$ cat src/rtl/rall_pkg.sv
package rall_pkg;

  // Width of one stored device address
  localparam int unsigned ADDR_W = 48;

  // Width of the reported entry count
  localparam int unsigned COUNT_W = 4;

  // Width of the read position field
  localparam int unsigned POS_W = 3;

  typedef logic [ADDR_W-1:0] addr_t;

  // Request function codes
  typedef enum logic [1:0] {
    FUNC_TOUCH  = 2'd0,
    FUNC_FORGET = 2'd1,
    FUNC_READ   = 2'd2,
    FUNC_NONE   = 2'd3
  } func_e;

endpackage

$ cat src/rtl/rall_slot_ram.sv
module rall_slot_ram #(
  parameter int unsigned DEPTH = 8,
  parameter int unsigned IW    = 3
) (
  input  logic            clk_i,
  input  logic            we_i,
  input  logic [IW-1:0]   waddr_i,
  input  rall_pkg::addr_t wdata_i,
  input  logic            re_i,
  input  logic [IW-1:0]   raddr_i,
  output rall_pkg::addr_t rdata_o
);
  import rall_pkg::*;

  addr_t mem_q [DEPTH];
  addr_t rdata_q;

  // Write one slot
  always_ff @(posedge clk_i) begin
    if (we_i) begin
      mem_q[waddr_i] <= wdata_i;
    end
  end

  // Register read data
  always_ff @(posedge clk_i) begin
    if (re_i) begin
      rdata_q <= mem_q[raddr_i];
    end
  end

  assign rdata_o = rdata_q;

endmodule

$ cat src/rtl/recent_address_list_lru.sv
// Most-recent-first list of device addresses with move-to-front replacement.
//
// A request is taken at a rising edge with start_i high and busy_o low; it
// carries func_i (touch, forget, read position), device_address_i and
// position_i. busy_o stays high while the request is worked on, and the
// result appears on found_o, evicted_o, entry_count_o, read_valid_o and
// read_address_o, marked by done_o for exactly one cycle. The receiver cannot
// hold a result off; a new request may be taken in the cycle done_o is high.
//
// The list lives in a one-write, one-read slot memory with registered read
// data, so every entry visit is a read state followed by a state that uses
// the data, through that single read port. A touch or forget first scans the
// list (read, compare per entry checked), then moves entries one slot at a
// time (check, read, write). A read of a valid position goes through a read
// state and a wait state; a read beyond the count or an unused function code
// is answered from idle without busy_o going high. One request is in work at
// a time.
//
// Reset clears count and state, not slots; slots are written before read.
module recent_address_list_lru #(
  parameter int unsigned LIST_DEPTH = 8
) (
  input  logic                               clk_i,
  input  logic                               rst_ni,
  input  logic                               start_i,
  output logic                               busy_o,
  input  logic [1:0]                         func_i,
  input  rall_pkg::addr_t                    device_address_i,
  input  logic [rall_pkg::POS_W-1:0]         position_i,
  output logic                               done_o,
  output logic                               found_o,
  output logic                               evicted_o,
  output logic [rall_pkg::COUNT_W-1:0]       entry_count_o,
  output logic                               read_valid_o,
  output rall_pkg::addr_t                    read_address_o
);
  import rall_pkg::*;

  localparam int unsigned IW   = (LIST_DEPTH > 1) ? $clog2(LIST_DEPTH) : 1;
  localparam int unsigned CW   = $clog2(LIST_DEPTH + 1);
  localparam int unsigned PW   = (CW > POS_W) ? CW : POS_W;
  localparam int unsigned EW   = (CW > COUNT_W) ? CW : COUNT_W;

  typedef enum logic [3:0] {
    ST_IDLE,
    ST_SRCH_RD,
    ST_SRCH_CMP,
    ST_SHIFT_CHK,
    ST_MOVE_RD,
    ST_MOVE_WR,
    ST_HEAD_WR,
    ST_READ_RD,
    ST_READ_WAIT
  } state_e;

  state_e        state_q;
  func_e         func_q;
  addr_t         addr_q;
  logic [IW-1:0] pos_idx_q;
  logic [CW-1:0] count_q;
  logic [CW-1:0] idx_q;
  logic [CW-1:0] k_q;
  logic          done_q;
  logic          found_q;
  logic          evicted_q;
  logic          rvalid_q;
  addr_t         raddr_q;

  logic          ram_we;
  logic [IW-1:0] ram_waddr;
  addr_t         ram_wdata;
  logic          ram_re;
  logic [IW-1:0] ram_raddr;
  addr_t         ram_rdata;

  logic [PW-1:0] pos_ext;
  logic [PW-1:0] count_pext;
  logic          pos_ok;
  logic [EW-1:0] count_wide;
  logic [CW-1:0] k_inc;
  logic [CW-1:0] k_dec;

  rall_slot_ram #(
    .DEPTH (LIST_DEPTH),
    .IW    (IW)
  ) u_slot_ram (
    .clk_i   (clk_i),
    .we_i    (ram_we),
    .waddr_i (ram_waddr),
    .wdata_i (ram_wdata),
    .re_i    (ram_re),
    .raddr_i (ram_raddr),
    .rdata_o (ram_rdata)
  );

  // Check the read position against the count and the depth
  assign pos_ext    = PW'(position_i);
  assign count_pext = PW'(count_q);
  assign pos_ok     = (pos_ext < count_pext) && (pos_ext < PW'(LIST_DEPTH));

  assign k_inc = k_q + CW'(1);
  assign k_dec = k_q - CW'(1);

  // Drive the slot memory from the sequencer state
  always_comb begin
    ram_we    = 1'b0;
    ram_waddr = k_q[IW-1:0];
    ram_wdata = ram_rdata;
    ram_re    = 1'b0;
    ram_raddr = idx_q[IW-1:0];
    case (state_q)
      ST_SRCH_RD: begin
        ram_re = (idx_q < count_q);
      end
      ST_MOVE_RD: begin
        ram_re    = 1'b1;
        ram_raddr = (func_q == FUNC_TOUCH) ? k_dec[IW-1:0] : k_inc[IW-1:0];
      end
      ST_MOVE_WR: begin
        ram_we = 1'b1;
      end
      ST_HEAD_WR: begin
        ram_we    = 1'b1;
        ram_waddr = '0;
        ram_wdata = addr_q;
      end
      ST_READ_RD: begin
        ram_re    = 1'b1;
        ram_raddr = pos_idx_q;
      end
      default: begin
      end
    endcase
  end

  // Sequence one request and register its result
  always_ff @(posedge clk_i or negedge rst_ni) begin
    if (!rst_ni) begin
      state_q   <= ST_IDLE;
      count_q   <= '0;
      done_q    <= 1'b0;
      func_q    <= FUNC_TOUCH;
      addr_q    <= '0;
      pos_idx_q <= '0;
      idx_q     <= '0;
      k_q       <= '0;
      found_q   <= 1'b0;
      evicted_q <= 1'b0;
      rvalid_q  <= 1'b0;
      raddr_q   <= '0;
    end else begin
      done_q <= 1'b0;
      case (state_q)
        ST_IDLE: begin
          if (start_i) begin
            func_q    <= func_e'(func_i);
            addr_q    <= device_address_i;
            pos_idx_q <= pos_ext[IW-1:0];
            idx_q     <= '0;
            found_q   <= 1'b0;
            evicted_q <= 1'b0;
            rvalid_q  <= 1'b0;
            raddr_q   <= '0;
            case (func_e'(func_i))
              FUNC_TOUCH, FUNC_FORGET: begin
                state_q <= ST_SRCH_RD;
              end
              FUNC_READ: begin
                if (pos_ok) begin
                  state_q <= ST_READ_RD;
                end else begin
                  done_q <= 1'b1;
                end
              end
              default: begin
                done_q <= 1'b1;
              end
            endcase
          end
        end
        ST_SRCH_RD: begin
          if (idx_q < count_q) begin
            state_q <= ST_SRCH_CMP;
          end else if (func_q == FUNC_TOUCH) begin
            // Miss on touch: grow the list or drop the oldest
            if (count_q < CW'(LIST_DEPTH)) begin
              k_q     <= count_q;
              count_q <= count_q + CW'(1);
            end else begin
              k_q       <= CW'(LIST_DEPTH - 1);
              evicted_q <= 1'b1;
            end
            state_q <= ST_SHIFT_CHK;
          end else begin
            done_q  <= 1'b1;
            state_q <= ST_IDLE;
          end
        end
        ST_SRCH_CMP: begin
          if (ram_rdata == addr_q) begin
            found_q <= 1'b1;
            k_q     <= idx_q;
            state_q <= ST_SHIFT_CHK;
          end else begin
            idx_q   <= idx_q + CW'(1);
            state_q <= ST_SRCH_RD;
          end
        end
        ST_SHIFT_CHK: begin
          if (func_q == FUNC_TOUCH) begin
            state_q <= (k_q == '0) ? ST_HEAD_WR : ST_MOVE_RD;
          end else if (k_inc < count_q) begin
            state_q <= ST_MOVE_RD;
          end else begin
            // Gap closed: shrink the list
            count_q <= count_q - CW'(1);
            done_q  <= 1'b1;
            state_q <= ST_IDLE;
          end
        end
        ST_MOVE_RD: begin
          state_q <= ST_MOVE_WR;
        end
        ST_MOVE_WR: begin
          k_q     <= (func_q == FUNC_TOUCH) ? k_dec : k_inc;
          state_q <= ST_SHIFT_CHK;
        end
        ST_HEAD_WR: begin
          done_q  <= 1'b1;
          state_q <= ST_IDLE;
        end
        ST_READ_RD: begin
          state_q <= ST_READ_WAIT;
        end
        ST_READ_WAIT: begin
          rvalid_q <= 1'b1;
          raddr_q  <= ram_rdata;
          done_q   <= 1'b1;
          state_q  <= ST_IDLE;
        end
        default: begin
          state_q <= ST_IDLE;
        end
      endcase
    end
  end

  // Present the result; the count is already updated when done_o is high
  assign count_wide     = EW'(count_q);
  assign busy_o         = (state_q != ST_IDLE);
  assign done_o         = done_q;
  assign found_o        = found_q;
  assign evicted_o      = evicted_q;
  assign entry_count_o  = count_wide[COUNT_W-1:0];
  assign read_valid_o   = rvalid_q;
  assign read_address_o = raddr_q;

endmodule
$ cat config.mk
export PLATFORM = sky130hd
export DESIGN_NAME = recent_address_list_lru
export DESIGN_NICKNAME = d
export VERILOG_FILES = /design/src/rtl/rall_pkg.sv /design/src/rtl/rall_slot_ram.sv /design/src/rtl/recent_address_list_lru.sv
export SDC_FILE = /design/constraint.sdc
export NUM_CORES = 1
export LEC_CHECK = 0
export ABC_CLOCK_PERIOD_IN_PS = 6500
export BUFFER_PORTS_ARGS = -buffer_cell sky130_fd_sc_hd__buf_2
export CAP_MARGIN = 10
export CORE_ASPECT_RATIO = 0.6
export CORE_MARGIN = 4
export CORE_UTILIZATION = 57
export DETAILED_ROUTE_END_ITERATION = 10
export HOLD_SLACK_MARGIN = 0.03
export MAX_ROUTING_LAYER = met4
export PLACE_DENSITY = 0.81
export SLEW_MARGIN = 0
export SYNTH_ARGS = -nofsm -noshare
export SYNTH_HDL_FRONTEND = slang
export SYNTH_SLANG_ARGS = --single-unit
$ cat constraint.sdc
create_clock -name clk_i -period 6.5 [get_ports clk_i]
set_input_delay 0.325 -clock clk_i [delete_from_list [all_inputs] [get_ports clk_i]]
set_output_delay 0.325 -clock clk_i [all_outputs]
set_load 0.01 [all_outputs]
==> impl_metrics.csv, run 1 <==
group,metric,value,unit
synthesis,synth_area,22900,um2
timing,fin_crit_sh,60.4,%
synthesis,synth.ff_latch_count,553,
worst_setup_path,crit_family,"compound AO/OA/AOI/OAI gates",
global_routing,track_usage,25.4,%
run_status,status,"complete, no violations",
global_routing,antenna_found_initial,0,
synthesis,yosysTopAreaCell,"edfxtp_1",
worst_setup_path,path_cells,"and2b_1 > a31oi_1 > o221ai_4 > buf_4 > mux2i_1 > a22o_1 > nor2_1",
drt,drtIter0Drc,1643,
worst_setup_path,critical-path-max-stage-delay,0.85,ns
worst_setup_path,reg2reg_depth,7,
die,dieArea,43600,um2
worst_setup_path,crit_path_start_kind,"flip-flop",
clocking,cts_tree,"done",
place,place_hpwl,30.2,mm
timing,tightestPinTransition,1.04,ns
finish,area_growth_syn_to_layout,13.7,%
drt,drcViolationCount,0,
drt,wire_per_inst,24.5,um
worst_setup_path,crit_path_max_fanout,55,
power_and_ir_drop,p_total,0.0132,W
synthesis,synth_top_cell_area_share,56.6,%
finish,fill_cells,2594,
synthesis,synth_edf_count,432,
synthesis,synth_cells,1471,
die,io_pins,113,
timing,finalHoldViolCount,0,
clocking,ctsResizeCount,0,
die,fp-row-count,56,
timing,fin_crit,3.92,ns
finish,drive_gt1_share,20.1,%
drt,drt-pass1-iter-count,5,
timing,fin_skew,0.0212,ns
timing,maxSlewViolCount,0,
worst_setup_path,critical_path_class,"reg -> reg",
worst_setup_path,worstPathArrival,4.26,ns
job,cap_viol_max_count,0,
synthesis,ys_top_cells_by_area,"edfxtp_1 (57%), dfrtp_1 (13%), mux2i_1 (8.4%)",
worst_setup_path,ff2ff_setup_slack,2.58,ns
timing,fmax,255,MHz
synthesis,syn_area_per_cell,15.6,um2
clocking,cts_sinks,553,
timing,grt_setup_unrepaired,"no",
global_routing,grt_pass1_vias,13642,
worst_setup_path,cp_slowest_cell,"buf_4",
min_path,hold_path_class,"in -> async",
drt,dr_total_vias,13411,
die,die_w,267,um
place,portBuffers,112,
clocking,root_buffer,"clkbuf_16",
finish,stdcell_count,2192,
clocking,clk_pin_slew_worst_paths,0.07,ns
finish,final_area,26100,um2
synthesis,yosysMostFrequentCell,"edfxtp_1",
clocking,clockBufferDepth,3,
die,core-area,39400,um2
power_and_ir_drop,p_leak,10.3,nW
worst_setup_path,r2r_start,"state_q[2]$_DFFE_PN0P_",
place,placed_cells,2047,
place,post_dp_cell_area,24000,um2
synthesis,async_flop_share,21.9,%
power_and_ir_drop,p_per_area,508,nW/um2
clocking,cts_max_level,2,
worst_setup_path,regToRegEndpoint,"u_slot_ram.rdata_o[16]$_DFFE_PP_",
die,start_util,58.2,%
timing,holdWs,0.256,ns
synthesis,synth_cell_types,58,
synthesis,synth_common_cells,"edfxtp_1 (432), mux2i_1 (193), dfrtp_1 (121)",
finish,antenna_cells,0,
global_routing,grt_max_degree,121,
timing,max-slew-margin-rel,30.7,%
drt,postRouteAntennaNets,0,
global_routing,grt_pass1_wl,81.5,mm
finish,nets,1700,
clocking,cts_made_buffers,48,
global_routing,grt_overflow_total,0,
synthesis,syn_nets,1541,
worst_setup_path,crit_path_end_kind,"flip-flop",
synthesis,yosysSeqAreaShare,69.8,%
drt,via_per_inst,6.12,
power_and_ir_drop,ir_drop,0.478,mV
timing,tns,0,ns
clocking,clk_latency,0.59,ns
place,gp_congestion,0.899,
worst_setup_path,critPathBufInv,1,
synthesis,yosys_warnings,0,
synthesis,ys.flop_type,"edfxtp_1",
drt,wl,53.6,mm
timing,setup_viol,0,
worst_setup_path,worstPathRequired,6.83,ns
die,die_h,163,um
## sequential cells by signal, summed over array words and instances (netlist names), 2 cells and up
name                flops
u_slot_ram.mem_q      384
addr_q                 48
read_address_o         48
u_slot_ram.rdata_o     48
entry_count_o           4
idx_q                   4
k_q                     4
state_q                 4
pos_idx_q               3
func_q                  2
## routing by layer
| layer | vias up | track usage (%) | part of all wire [%] |
|---|---|---|---|
| met5 | - | - | 0 |
| met4 | 0 | 6.69 | 2.5 |
| met3 | 107 | 5.30 | 8.7 |
| met2 | 632 | 40.1 | 47 |
| met1 | 6773 | 34.4 | 41 |
| li1 | 5899 | - | - |
## final cells by class
type                            instances  area [um2]  share of cell area [%]
Sequential cell                       553       16000                    61.4
Multi-Input combinational cell        830        6560                    25.2
Clock buffer                           68        1340                    5.13
Timing Repair Buffer                  188        1290                    4.94
Tap cell                              522         653                    2.51
Clock inverter                         22         189                   0.725
Inverter                                9        33.8                   0.130
## where the power goes
part	switching [W]	leakage [nW]	internal (W)	total, W
logic	0.00290	4.06	0.00204	0.00494
clock network	0.00127	0.752	0.00153	0.00279
registers	0.000547	5.45	0.00496	0.00551
total	0.00471	10.3	0.00853	0.0132
## cells by family (layout without fill, tap and decap cells)
family / after synthesis / in the layout / synth area share, %
DFF: 553 / 553 / 69.8
AOI/OAI and AO/OA: 161 / 161 / 5.59
buffers and inverters: 88 / 287 / 2.15
and+or+nand+nor: 302 / 302 / 5.95
adders and majority gates: 14 / 14 / 0.797
xor gates and xnor gates: 55 / 55 / 2.10
muxes: 298 / 298 / 13.6
## worst reg2reg max path: stages (launching register included)
cell	delay, ns
dfrtp_1	0.71
and2b_1	0.51
a31oi_1	0.21
o221ai_4	0.76
buf_4	0.86
mux2i_1	0.42
a22o_1	0.18
nor2_1	0.04
## cells in the final DEF, fill, tap and decap left out, types with 4 or more instances in the layout
master / count
dlygate4sd3_1: 55
inv_1: 8
nand2_1: 115
nand4_1: 15
ha_1: 13
nor2_1: 69
a22o_1: 97
buf_2: 111
mux2i_1: 193
nor2b_1: 5
dfrtp_1: 121
o21ai_0: 13
clkinv_2: 12
clkbuf_1: 15
nor2_4: 7
edfxtp_1: 432
clkbuf_16: 49
nand3_1: 62
a21oi_1: 19
xnor2_1: 54
buf_4: 20
nor3_1: 6
clkbuf_8: 4
mux2_2: 105
## worst max-delay path by stage
stage | from | endpoint | slack (ns) | cells past startpoint
global route | state_q[2]$_DFFE_PN0P_ | u_slot_ram.rdata_o[13]$_DFFE_PP_ | 2.40 | 7
finish | state_q[2]$_DFFE_PN0P_ | u_slot_ram.rdata_o[16]$_DFFE_PP_ | 2.58 | 7
global placement | state_q[2]$_DFFE_PN0P_ | u_slot_ram.rdata_o[16]$_DFFE_PP_ | 2.85 | 7
CTS | state_q[2]$_DFFE_PN0P_ | u_slot_ram.rdata_o[16]$_DFFE_PP_ | 2.61 | 7
detailed placement | state_q[2]$_DFFE_PN0P_ | u_slot_ram.rdata_o[13]$_DFFE_PP_ | 2.63 | 7
floorplan | state_q[2]$_DFFE_PN0P_ | u_slot_ram.mem_q[0][0]$_DFFE_PP_ | 1.36 | 5
## timing repair
item,4_1_cts,5_1_grt
endpoints found under the setup margin,0,0
hold endpoints to repair,100,0
hold buffers,55,0
setup buffers,0,0
## through the flow
stage | setup WS [ns] | utilization (%)
final | 2.58 | 66.2
after global routing | 2.40 | 66.2
after CTS | 2.61 | 66.2
after detailed placement | 2.63 | 60.9
after global placement | 2.85 | 60.9
after floorplan | 1.36 | -
(Power assumes the default switching activity.)
==> run 2: changes to the inputs <==
Settings changed: ABC_CLOCK_PERIOD_IN_PS 6500 to 3800.
Clock period 6.5 ns to 3.8 ns, I/O delays scaled along.
==> run 2 against run 1 <==
Total power up 75%. Sequential share of layout area is 0.90 points lower. Final cell count increased by 0.68%. Register-to-register slack lost 2.1 ns. Wire length fell by 0.80%. Clock skew is 0.0033 ns higher. Critical path type unchanged. Critical endpoint is now k_q[3]$_DFFE_PN0P_. Largest power group unchanged.
==> impl_metrics.csv, run 2 (synthesized netlist as in run 1, its figures left out) <==
group,metric,value,unit
worst_setup_path,critical_path_class,"reg -> reg",
worst_setup_path,crit_path_start_kind,"flip-flop",
drt,drtIter0Drc,1628,
drt,wl,53.2,mm
die,die_h,163,um
job,cap_viol_max_count,0,
timing,grt_setup_unrepaired,"no",
drt,dr_total_vias,13433,
finish,drive_gt1_share,20.8,%
min_path,hold_path_class,"in -> async",
power_and_ir_drop,p_per_area,874,nW/um2
clocking,root_buffer,"clkbuf_16",
worst_setup_path,worstPathRequired,4.26,ns
timing,fin_crit_sh,86.5,%
die,start_util,58.2,%
drt,drcViolationCount,0,
place,post_dp_cell_area,24300,um2
global_routing,grt_pass1_vias,13371,
clocking,clk_latency,0.59,ns
die,dieArea,43600,um2
timing,fin_skew,0.0244,ns
finish,layout_commonest_cell,"edfxtp_1",
finish,nets,1714,
clocking,cts_sinks,553,
power_and_ir_drop,p_leak,10.4,nW
die,core-area,39400,um2
place,placed_cells,2060,
global_routing,antenna_found_initial,1,
clocking,clockBufferDepth,3,
clocking,clk_pin_slew_worst_paths,0.07,ns
run_status,status,"complete, no violations",
finish,area_growth_syn_to_layout,15.4,%
die,io_pins,113,
finish,stdcell_count,2207,
drt,wire_per_inst,24.1,um
power_and_ir_drop,ir_drop,0.636,mV
timing,max-slew-margin-rel,43.7,%
drt,postRouteAntennaNets,0,
clocking,cts_max_level,2,
die,die_w,267,um
timing,tightestPinTransition,0.845,ns
worst_setup_path,crit_path_end_kind,"flip-flop",
timing,fin_crit,3.29,ns
clocking,cts_tree,"done",
drt,via_per_inst,6.09,
finish,final_area,26400,um2
timing,maxSlewViolCount,0,
global_routing,track_usage,25.3,%
finish,largest_reg_flops,384,
global_routing,grt_pass1_wl,80.4,mm
clocking,ctsResizeCount,0,
timing,tns,0,ns
die,fp-row-count,56,
place,portBuffers,112,
finish,regMostFlops,"u_slot_ram.mem_q",
global_routing,grt_overflow_total,0,
worst_setup_path,worstPathArrival,3.74,ns
place,gp_congestion,0.900,
drt,drt-pass1-iter-count,6,
timing,setup_viol,0,
finish,layout_common_cells,"edfxtp_1 (432), mux2i_1 (193), dfrtp_1 (121)",
worst_setup_path,crit_path_max_fanout,6,
clocking,cts_made_buffers,49,
timing,fmax,304,MHz
place,place_hpwl,30.2,mm
global_routing,grt_max_degree,64,
timing,finalHoldViolCount,0,
-- run 2: changes by cell type in the layout (fill, tap and decap cells not counted), sizes merged --
cell    previous run  this run
buf              133       146
diode              0         1
clkbuf            68        65
bufinv             2         4
clkinv            16        18
-- run 2: worst paths after layout --
| kind | start | endpoint | slack (ns) | depth (start not counted) |
|---|---|---|---|---|
| setup reg to reg | u_slot_ram.rdata_o[6]$_DFFE_PP_ | k_q[3]$_DFFE_PN0P_ | 0.51 | 6 |
| max in group asynchronous | rst_ni | addr_q[16]$_DFFE_PN0P_ | 2.69 | 3 |
| hold / removal | rst_ni | read_address_o[37]$_DFFE_PN0P_ | 0.19 | 2 |
| setup / recovery | u_slot_ram.rdata_o[6]$_DFFE_PP_ | k_q[3]$_DFFE_PN0P_ | 0.51 | 6 |
| hold reg to reg | found_o$_DFFE_PN0P_ | found_o$_DFFE_PN0P_ | 0.49 | 2 |
| min in group clk_i | device_address_i[46] | addr_q[46]$_DFFE_PN0P_ | 0.37 | 3 |
-- run 2: report_power, final --
part	leakage [nW]	switching [W]	internal, W	total, W
registers	5.45	0.000926	0.00848	0.00940
logic	4.20	0.00507	0.00367	0.00875
clock network	0.783	0.00218	0.00278	0.00495
total	10.4	0.00817	0.0149	0.0231
-- run 2: routing by layer --
metal / up-vias / wire, um / GRT usage [%]
li1: 5947 / - / -
met4: 0 / 1410 / 7.22
met3: 107 / 4910 / 5.87
met2: 609 / 25100 / 39.1
met1: 6770 / 21800 / 34.2
met5: - / 0 / -
-- run 2: timing repair --
action                    4_1_cts  5_1_grt
hold buffers                   55        0
setup buffers                   0        0
hold endpoints to repair      119        0
-- run 2: layout make-up --
class                      count  area (um2)
fill                        2563       12900
clock buffer                  65        1350
timing repair buffer         201        1610
tap                          522         653
clock inverter                26         239
multi-input combinational    830        6560
sequential                   553       16000
antenna                        1        2.50
inverter                       9        33.8
-- run 2: worst max-delay path, cell delays in order (launching register included) --
cell,delay (ns)
edfxtp_1,0.43
xnor2_1,0.63
nand4_1,0.37
nor4_1,0.63
nand3_1,0.32
a211o_1,0.47
mux2_2,0.31
-- run 2: per-stage QoR --
step / util (%) / setup slack, ns / hold WS, ns / total power, W
4_1_cts: 67.2 / 0.696 / 0.177 / 0.0231
3_3_place_gp: 61.7 / 0.834 / 0.220 / 0.0178
2_1_floorplan: - / 0.153 / -0.106 / 0.0155
5_1_grt: 67.2 / 0.490 / 0.258 / 0.0241
3_5_place_dp: 61.7 / 0.711 / 0.230 / 0.0181
6_report: 67.2 / 0.515 / 0.194 / 0.0231
